[src/sacl_pkg.sv]
package sacl_pkg;

  // Fixed field widths of the lookup.
  localparam int ADDR_BITS = 32;
  localparam int AGE_W     = 32;
  localparam int COUNT_W   = 40;
  localparam int OUT_WAY_W = 2;

  // Default geometry.
  localparam int DEF_WAYS        = 4;
  localparam int DEF_SETS        = 256;
  localparam int DEF_BLOCK_BYTES = 64;

  // Floor of log2, evaluated at elaboration.
  function automatic int flog2(input int v);
    int n;
    int x;
    n = 0;
    x = v;
    while (x > 1) begin
      x = x >> 1;
      n++;
    end
    return n;
  endfunction

  // Keeps a width at least one bit wide.
  function automatic int max1(input int v);
    return (v > 0) ? v : 1;
  endfunction

  // Default row layout: per way one valid bit, one tag and one age.
  localparam int DEF_ADDR_W = max1(flog2(DEF_SETS));
  localparam int DEF_ROW_W  = DEF_WAYS * (1 + ADDR_BITS - flog2(DEF_SETS)
                              - flog2(DEF_BLOCK_BYTES) + AGE_W);

endpackage

[src/sacl_victim_scan.sv]
module sacl_victim_scan
  import sacl_pkg::*;
#(
  parameter int WAYS = DEF_WAYS
) (
  input  logic                             clk,
  input  logic                             rst,
  input  logic                             start,
  input  logic [WAYS-1:0][AGE_W-1:0]       ages,
  output logic                             done,
  output logic [max1($clog2(WAYS))-1:0]    victim
);

  localparam int WAY_W = max1($clog2(WAYS));
  localparam int CNT_W = $clog2(WAYS + 1);

  logic             busy;
  logic [CNT_W-1:0] idx;
  logic [AGE_W-1:0] best;
  logic [WAY_W-1:0] best_way;

  assign done   = busy && (idx == CNT_W'(WAYS));
  assign victim = best_way;

  // Walk the ways one per cycle; a strictly greater age takes over, so the
  // lowest way wins a tie.
  always_ff @(posedge clk) begin
    if (rst) begin
      busy <= 1'b0;
    end else if (start) begin
      busy     <= 1'b1;
      idx      <= CNT_W'(1);
      best     <= ages[0];
      best_way <= '0;
    end else if (busy) begin
      if (idx == CNT_W'(WAYS)) begin
        busy <= 1'b0;
      end else begin
        if (ages[idx[WAY_W-1:0]] > best) begin
          best     <= ages[idx[WAY_W-1:0]];
          best_way <= idx[WAY_W-1:0];
        end
        idx <= idx + CNT_W'(1);
      end
    end
  end

endmodule

[config.mk]
export PLATFORM = sky130hd
export DESIGN_NAME = sacl_victim_scan
export DESIGN_NICKNAME = d
export VERILOG_FILES = /design/src/sacl_pkg.sv /design/src/sacl_victim_scan.sv
export SDC_FILE = /design/constraint.sdc
export NUM_CORES = 1
export LEC_CHECK = 0
export BUFFER_PORTS_ARGS = -buffer_cell sky130_fd_sc_hd__buf_2
export CAP_MARGIN = 20
export CORE_ASPECT_RATIO = 1.75
export CORE_MARGIN = 4
export CORE_UTILIZATION = 49
export DETAILED_ROUTE_END_ITERATION = 16
export GPL_TIMING_DRIVEN = 1
export PLACE_DENSITY = 0.81
export SKIP_CTS_REPAIR_TIMING = 1
export SLEW_MARGIN = 0
export SYNTH_ARGS = -nofsm -noshare
export SYNTH_HDL_FRONTEND = slang
export SYNTH_SLANG_ARGS = --single-unit
[constraint.sdc]
create_clock -name clk -period 5.21 [get_ports clk]
set_input_delay 0.7815 -clock clk [delete_from_list [all_inputs] [get_ports clk]]
set_output_delay 0.7815 -clock clk [all_outputs]
set_load 0.1 [all_outputs]
======== After elaboration in Yosys (flattened, before gate mapping) ========
Cells that the tools add are included.
operators by class
  multiplexer cells ....................... 14
  bitwise logic cells ..................... 1
  reductions and logical operators ........ 5
  add/sub/neg operators ................... 1
  eq/ne operators ......................... 2
  $lt $le $gt $ge ......................... 2
operators by type and width
  cell                                                count
  two-way mux 32 bit                                  5
  binary-select mux 32 bit (select 2 bit)             1
  > comparator 32 bit                                 1
  two-way mux 2 bit                                   3
  two-way mux 3 bit                                   2
  AND reduction 4 bit                                 1
  nonzero test 2 bit                                  2
  adder 3 x 1 -> 3 bit, second input constant         1
  equality test 3 bit, second input constant          1
  < comparator 2 x 3 -> 1 bit, second input constant  1
  two-way mux 1 bit                                   3
  AND reduction 3 bit                                 1
  != test 2 bit, second input constant                1
  logical AND 1 bit                                   1
  NOT 1 bit                                           1
word-level totals
  register bits ........................... 38
  output and inout port bits .............. 3
  input port bits ......................... 131
  word-level logic and storage cells ...... 29

======== Logic depth before layout (Yosys ltp) ========
Gate-level depths: netlist (run 1).
  depth in word-level cells ............... 7
  mapped depth ............................ 10
  mapped depth without buffers ............ 8

======== Worst setup path before layout (run 1) ========
Ideal clock, no wire load.
  kind .................................... input -> register
  from .................................... input ages[63] (netlist bit)
  to ...................................... register best[0] (enable)
  arrival time ............................ 3.927 ns
  buffers on the path ..................... 0
  setup slack ............................. 0.846 ns
  stages on the path ...................... 6
  required time ........................... 4.773 ns
  cell sequence ........................... mux4_1 -> ha_1 -> nand4_1 -> nor4_1 -> o41ai_1 -> a21oi_1
on the way
  word-level cells in the longest chain between the ends .. 5
RTL lines
  item                                      line                    RTL
  from (decl)                               sacl_victim_scan.sv:9   input logic [WAYS-1:0][AGE_W-1:0] ages,
  binary-select mux 32 bit (select 2 bit)   sacl_victim_scan.sv:39  if (ages[idx[WAY_W-1:0]] > best) begin
  two-way mux 32 bit (not written as such)  sacl_victim_scan.sv:39
  > comparator 32 bit                       sacl_victim_scan.sv:39
  nonzero test 2 bit (no source line)       n/a
  AND reduction 4 bit (no source line)      n/a
  to (signal assigned)                      sacl_victim_scan.sv:33  best <= ages[0];
  to (signal assigned)                      sacl_victim_scan.sv:40  best <= ages[idx[WAY_W-1:0]];
  to (decl)                                 sacl_victim_scan.sv:19  logic [AGE_W-1:0] best;
No other way between the ends. The select of a mux whose other input is x is not followed.
A chain may end at the register's enable or synchronous reset.

======== Worst setup path after layout (run 1) ========
  from .................................... register idx[0]
  to ...................................... register best[26] (enable)
on the way
  word-level cells in the longest chain between the ends .. 5
  elaborated cells between the ends (all ways) .. 7
  classes of those cells .................. order compare: 1; eq/ne: 2; mux: 2; reduce/logical: 2
RTL lines
  item                                      line                    RTL
  from (decl)                               sacl_victim_scan.sv:18  logic [CNT_W-1:0] idx;
  from (signal assigned)                    sacl_victim_scan.sv:43  idx <= idx + CNT_W'(1);
  binary-select mux 32 bit (select 2 bit)   sacl_victim_scan.sv:39
  two-way mux 32 bit (not written as such)  sacl_victim_scan.sv:39
  > comparator 32 bit                       sacl_victim_scan.sv:39
  nonzero test 2 bit (no source line)       n/a
  AND reduction 4 bit (no source line) (*)  n/a
Every way passes the cells marked *; elsewhere a longest branch is shown, timed or not. The select of a mux whose other input is x is not followed.

==> impl_results.md, run 1 <==
- Status: finished, final reports clean
- Syn Inst Count: 243
- Slew Limit Headroom: 49.5%
- Die Area: 7980 um^2
- Post-synthesis cell type count: 30
- Worst-path cell chain: buf_4, mux4_1, ha_1, nand4_1, nor4_1, o41ai_1, a21oi_4, buf_4
- Vias in the first global route: 2889
- Number of nets in the layout: 541
- CTS tree: done
- Crit-path slowest cell: edfxtp_1
- DR pass1 iterations: 4
- F_max: 0.244 GHz
- Die W: 69.3 um
- Worst Setup Slack, final: 1120 ps
- DP HPWL: 6500 um
- CP Max Fanout: 19
- Layout area overhead: 26.3%
- RSZ-0062 raised after global routing: no
- FF+latch count, synth: 38
- Max Cap Viol: 0
- Synth Area per Inst: 13.2 um^2
- Slew Limit Fails: 0
- Worst setup SP type: register
- CP Capture Type: register
- First-pass GRT wire length: 12700 um
- Max VDD drop: 0.156 mV
- Power, Total: 0.000950 W
- GP Congestion: 0.802
- Starting Density: 51.3%
- Final TNS setup: 0 ps
- Worst hold path class: register to register
- CP max stage delay: 700 ps
- CTS buffer count: 5
- Most common cell on crit path: buf_4
- Clk Latency, worst-skew pair: 290 ps
- Initial drt markers: 83
- Critical path data required time: 5180 ps
- Dpl ws: 1060 ps
- Ports: 134
- Routed wire length: 7860 um
- Warnings from Yosys: 0
- Clk pin slew, worst setup/hold paths: 80 ps
- Endpoints failing setup: 0
- Via density: 5.73
- Post-route ant nets: 0
- Cell taking the most area after synthesis: edfxtp_1
- Root buf cell: clkbuf_8
- Layout fillers: 501
- Routed wire per std cell: 17.2 um
- Die H: 115 um
- Clock buffer depth: 2
- Tcrit/Tclk final: 78.6%
- Pwr dens: 234 nW/um^2
- Antenna violations before repair: 0
- Crit Path Category: register to register
- Vias: 2617
- Port bufs: 133
- Register area share after synthesis: 35.1%
- Clock sink count: 38
- Clock Skews: 9.06 ps
- Residual DRC count: 0
- FP Rows: 38
- Synth top area share: 34.5%
- Worst-Margin Slew: 758 ps
- # diodes: 0
- Total track usage: 19.9%
- Endpoints failing hold: 0
- Core area: 6280 um^2
- GRT Residual Overflow: 0
- Leak: 1.88 nW
- Arr. time, crit path: 4060 ps
- Total number of H-tree levels: 2
- Largest net degree at the start of global routing: 22
- Area contributors post-synth: edfxtp_1 35%, mux4_2 20%, ha_1 13%, mux2_2 11%, inv_1 4.1%
- Mapped Area: 3220 um^2
- Fin crit period: 4090 ps
- Share of cells above drive strength 1: 54.9%
- Synthesized net count: 408
==> metal layers <==
metal / vias up / track usage [%] / share of wire [%]
li1: 1221 / - / -
met1: 1279 / 20.2 / 33
met2: 102 / 39.6 / 60
met3: 15 / 3.06 / 5.1
met4: 0 / 8.34 / 2.2
met5: - / 0 / 0
==> per-stage QoR <==
step,std cells,area (um^2),hold slack (ps),util [%]
floorplan,243,3220,467,-
global placement,449,3930,478,62.6
detailed placement,449,3930,498,62.6
CTS,457,4070,516,64.8
global route,457,4070,556,64.8
finish,457,4070,510,64.8
==> kinds of logic (layout without fill, tap and decap cells) <==
group	Yosys count	count (layout)	synth area share, %
xor+xnor	1	1	0.272
mux	63	63	33.6
fa+ha+maj	34	34	13.2
compound gates	26	26	4.98
flops	38	38	35.1
buf+inv	47	181	7.35
simple gates	34	34	5.44
==> synthesized netlist by cell type <==
| cell | instances |
|---|---|
| dfxtp_1 | 1 |
| inv_1 | 35 |
| mux2_2 | 31 |
| nor4b_1 | 1 |
| mux4_1 | 3 |
| a211o_1 | 1 |
| and3_1 | 1 |
| o21ai_0 | 2 |
| buf_6 | 1 |
| buf_2 | 3 |
| a211oi_1 | 2 |
| buf_12 | 3 |
| nor4_1 | 2 |
| o41ai_1 | 1 |
| nand4_1 | 8 |
| nor2b_1 | 2 |
| nor3_1 | 1 |
| a21oi_1 | 13 |
| nor2_1 | 6 |
| buf_1 | 2 |
| nand2_1 | 6 |
| a21o_1 | 5 |
| a21boi_0 | 1 |
| nand3_1 | 7 |
| edfxtp_1 | 37 |
| o211ai_1 | 1 |
| xnor2_1 | 1 |
| mux4_2 | 29 |
| clkbuf_1 | 3 |
| ha_1 | 34 |
==> state kept, by name, summed over array words and instances, names as in the netlist <==
| register | flops |
|---|---|
| victim | 2 |
| best | 32 |
| busy | 1 |
| idx | 3 |
==> cells in the final DEF (no fill, tap or decap), types with 2 or more instances in the layout <==
master / n
nand2_1: 6
mux2_2: 31
mux4_2: 29
nor4_1: 2
mux4_1: 3
ha_1: 34
buf_2: 133
nor2b_1: 2
nor2_1: 6
inv_1: 35
o21ai_0: 2
edfxtp_1: 37
bufinv_16: 2
buf_4: 5
clkbuf_8: 5
nand4_1: 8
a21oi_1: 12
a211oi_1: 2
nand3_1: 7
a21o_1: 5
==> power breakdown <==
part	internal [W]	leakage (nW)	total (W)	switching, W
Combinational	0.000144	1.46	0.000271	0.000127
Sequential	0.000367	0.355	0.000378	0.0000113
Clock	0.000192	0.0683	0.000300	0.000109
==> final timing paths <==
check	endpoint	slack [ps]	cells past startpoint	startpoint
worst max-delay path	best[26]	1120	8	idx[0]
worst min-delay path	busy	510	2	busy
worst max register to register	best[26]	1120	8	idx[0]
worst min register to register	busy	510	2	busy
==> worst max-delay path: cells and delay by family (launching register included) <==
kind                       cells  cell delay, ps
muxes                          1             630
adders and majority gates      1             320
AOI/OAI and AO/OA              2             690
buffers and inverters          2             780
DFF                            1             700
and+or+nand+nor                2             640
==> layout make-up <==
cell class	count	area, um^2	share of cell area [%]
Multi-Input combinational cell	158	1860	45.8
Clock inverter	3	68.8	1.69
Tap cell	80	100	2.46
Timing Repair Buffer	138	703	17.3
Inverter	35	131	3.23
Sequential cell	38	1130	27.8
Clock buffer	5	68.8	1.69
No activity file was read; power rests on OpenSTA's default activity.
==> inputs of run 2 (changes only) <==
--- a/config.mk
+++ b/config.mk
@@ -5,14 +5,15 @@
 export SDC_FILE = /design/constraint.sdc
 export NUM_CORES = 1
 export LEC_CHECK = 0
+export ABC_AREA = 1
 export BUFFER_PORTS_ARGS = -buffer_cell sky130_fd_sc_hd__buf_2
 export CAP_MARGIN = 20
 export CORE_ASPECT_RATIO = 1.75
 export CORE_MARGIN = 4
-export CORE_UTILIZATION = 49
+export CORE_UTILIZATION = 46
 export DETAILED_ROUTE_END_ITERATION = 16
 export GPL_TIMING_DRIVEN = 1
-export PLACE_DENSITY = 0.81
+export PLACE_DENSITY = 0.79
 export SKIP_CTS_REPAIR_TIMING = 1
 export SLEW_MARGIN = 0
 export SYNTH_ARGS = -nofsm -noshare
==> constraint.sdc (replaced) <==
create_clock -name clk -period 3.55 [get_ports clk]
set_input_delay 0.5325 -clock clk [delete_from_list [all_inputs] [get_ports clk]]
set_output_delay 0.5325 -clock clk [all_outputs]
set_load 0.1 [all_outputs]
==> run 2 against run 1 <==
  * Clock-buffer cell count grew 1
  * Sequential power up 45%
  * Clock power is 52% higher
  * Synthesized area rose by 9.8%
  * Sequential cell count did not move
  * Sequential share of layout area decreased by 2.1 points
  * Critical path depth rose by 7
  * Largest cell class unchanged
  * Clock skew decreased by 7.3 ps
==> impl_results.md, run 2 <==
- Synth top area share: 31.4% (-3.1 points)
- CTS tree: done
- Min-delay src: rst
- Clk pin slew, worst setup/hold paths: 60 ps (-20 ps)
- Post-synthesis cell type count: 26 (-13%)
- Max reg flops: 32 (unchanged)
- Reg2Reg Depth: 15 (+7)
- Clock Skews: 1.75 ps (-7.31 ps)
- Slew Limit Fails: 0 (unchanged)
- Hold_ws: 420 ps (-90.2 ps)
- DR pass1 iterations: 5 (+1)
- Async set-reset flop share out of synthesis: 0% (unchanged)
- GP Congestion: 0.780 (-2.7%)
- Endpoints failing hold: 0 (unchanged)
- Register area share after synthesis: 32.0% (-3.1 points)
- Core area: 7510 um^2 (+20%)
- Worst setup SP type: register
- Slew Limit Headroom: 54.7% (+5.2 points)
- # diodes: 0 (unchanged)
- Post-route ant nets: 0 (unchanged)
- Fin crit period: 2930 ps (-1160 ps)
- Area contributors post-synth: edfxtp_1 31%, nand2_1 14%, ha_1 12%, o22ai_2 9.9%, nor2_1 8.5%
- Syn Inst Count: 478 (+97%)
- Cell taking the most area after synthesis: edfxtp_1
- Die W: 74.3 um (+7.2%)
- FF+latch count, synth: 38 (unchanged)
- Share of cells above drive strength 1: 30.2% (-25 points)
- Number of nets in the layout: 763 (+41%)
- GRT Residual Overflow: 0 (unchanged)
- Placed cell area: 4220 um^2 (+7.5%)
- Mapped Area: 3530 um^2 (+9.8%)
- Layout area overhead: 24.5%
- Commonest cells after routing, fill and taps aside: 133 x buf_2, 132 x nand2_1, 80 x nor2_1
- Endpoints failing setup: 0 (unchanged)
- Vias: 3614 (+38%)
- CP Max Fanout: 37 (+18)
- Final TNS setup: 0 ps (unchanged)
- Worst Hold Depth: 2 (unchanged)
- Total number of H-tree levels: 2 (unchanged)
- Warnings from Yosys: 0 (unchanged)
- Initial drt markers: 228 (+170%)
- Critical path data required time: 3510 ps (-1670 ps)
- Most frequent cells after synthesis: 132 x nand2_1, 80 x nor2_1, 54 x o21ai_0, 41 x inv_1, 37 x edfxtp_1
- Clock buffer depth: 2 (unchanged)
- Vias in the first global route: 3580 (+24%)
- Worst-Margin Slew: 680 ps (-78.6 ps)
- FP Rows: 42 (+11%)
- Synth Area per Inst: 7.39 um^2 (-44%)
- F_max: 0.341 GHz (+40%)
- Clock sink count: 38 (unchanged)
- CP Capture Type: register
- DP HPWL: 7270 um (+12%)
- Number of synthesized flops with an enable pin: 37 (unchanged)
- Largest net degree at the start of global routing: 45 (+100%)
- Routed wire length: 9420 um (+20%)
- Crit Path Category: register to register
- Most common cell in the netlist: nand2_1
- Max Cap Viol: 0 (unchanged)
- Die H: 124 um (+7.6%)
- CTS buffer count: 5 (unchanged)
- Antenna violations before repair: 0 (unchanged)
- Worst hold path class: input port to register
- Tcrit/Tclk final: 82.5% (+3.9 points)
- Post-route cell area: 4400 um^2 (+8.2%)
- FF-to-FF Start: idx[0]
- Arr. time, crit path: 2890 ps (-1170 ps)
- Max VDD drop: 0.386 mV (+150%)
- Die Area: 9200 um^2 (+15%)
- Most used flip-flop cell after synthesis: edfxtp_1
- Worst Hold End: busy
- Clk Latency, worst-skew pair: 280 ps (about the same)
- Commonest non-fill, non-tap cell in the layout: buf_2
- First-pass GRT wire length: 14500 um (+14%)
- Pwr dens: 333 nW/um^2 (+43%)
- Status: finished, final reports clean
- Synthesized net count: 643 (+58%)
- Port bufs: 133 (unchanged)
- Root buf cell: clkbuf_16
- Residual DRC count: 0 (unchanged)
- Ports: 134 (unchanged)
- Starting Density: 47.0% (-4.3 points)
- Leak: 2.24 nW (+19%)
- Reg2reg end: best[7]
- FF-to-FF setup slack: 620 ps (-500 ps)
- RSZ-0062 raised after global routing: no
- Via density: 5.26 (-8.1%)
- Routed wire per std cell: 13.7 um (-20%)
- Largest reg by FF count: best
- Total track usage: 19.9% (about the same)
## run 2: cell count changes after synthesis, sizes merged, moves of 5 or more
cell    change
buf         +9
clkbuf      +6
inv         +8
mux2       -31
mux4       -32
nand2     +126
nand3       -5
nand4       -6
nor2       +75
o21ai      +65
o22ai      +31
## run 2: logic make-up after synthesis
kind of cell               after synthesis  synth area share (%)
buffers and inverters                   70                  9.10
adders and majority gates               34                  12.0
and+or+nand+nor                        218                  23.7
xor gates and xnor gates                 1                 0.248
AOI/OAI and AO/OA                      117                  22.9
DFF                                     38                  32.0
## run 2: critical path, stage by stage, from the launching register on
cell	delay, ps
edfxtp_1	440
buf_4	270
o21ai_0	260
o22ai_2	120
ha_1	310
nand2_1	80
nor2_1	130
nand2_1	110
nor2_1	100
nand2_1	60
o21ai_1	80
nor2_1	60
nand2_1	60
nand2_1	70
a21oi_4	130
buf_4	300
## run 2: where the power goes
| group | internal [W] | total, W | switching (W) |
|---|---|---|---|
| Clock | 0.000278 | 0.000455 | 0.000177 |
| Combinational | 0.000193 | 0.000463 | 0.000270 |
| Sequential | 0.000538 | 0.000548 | 0.0000100 |
| Total | 0.00101 | 0.00147 | 0.000457 |
## run 2: through the flow
step                      utilization (%)  worst slack [ps]  total power [W]  instances
final                                58.5               621          0.00147        687
after global routing                 58.5               388          0.00155        687
after CTS                            58.2               603          0.00147        686
after detailed placement             56.2               632          0.00102        678
after global placement               56.2               766         0.000996        678
after floorplan                         -               247         0.000864        478
## run 2: cell type report
type | instances | area [um^2]
fill | 705 | 3120
multi-input combinational | 370 | 2090
sequential | 38 | 1130
timing repair buffer | 140 | 751
inverter | 43 | 164
clock buffer | 6 | 139
tap | 88 | 110
clock inverter | 2 | 12.5
## run 2: routing by layer
layer / vias to the layer above / GRT usage [%] / share of wire, %
met3: 25 / 2.58 / 5.3
met5: - / 0 / 0
met2: 118 / 40.3 / 56
met1: 1635 / 18.9 / 36
li1: 1836 / - / -
met4: 0 / 8.69 / 3.0
## run 2: worst max path at each step
| stage | start | endpoint | slack (ps) | cells after the start |
|---|---|---|---|---|
| after floorplan | idx[0] | best[0] | 250 | 15 |
| after global placement | idx[0] | victim[0] | 770 | 13 |
| after detailed placement | idx[0] | victim[1] | 630 | 15 |
| after CTS | idx[0] | best[27] | 600 | 15 |
| after global routing | idx[1] | best[23] | 390 | 15 |
| final | idx[0] | best[7] | 620 | 15 |
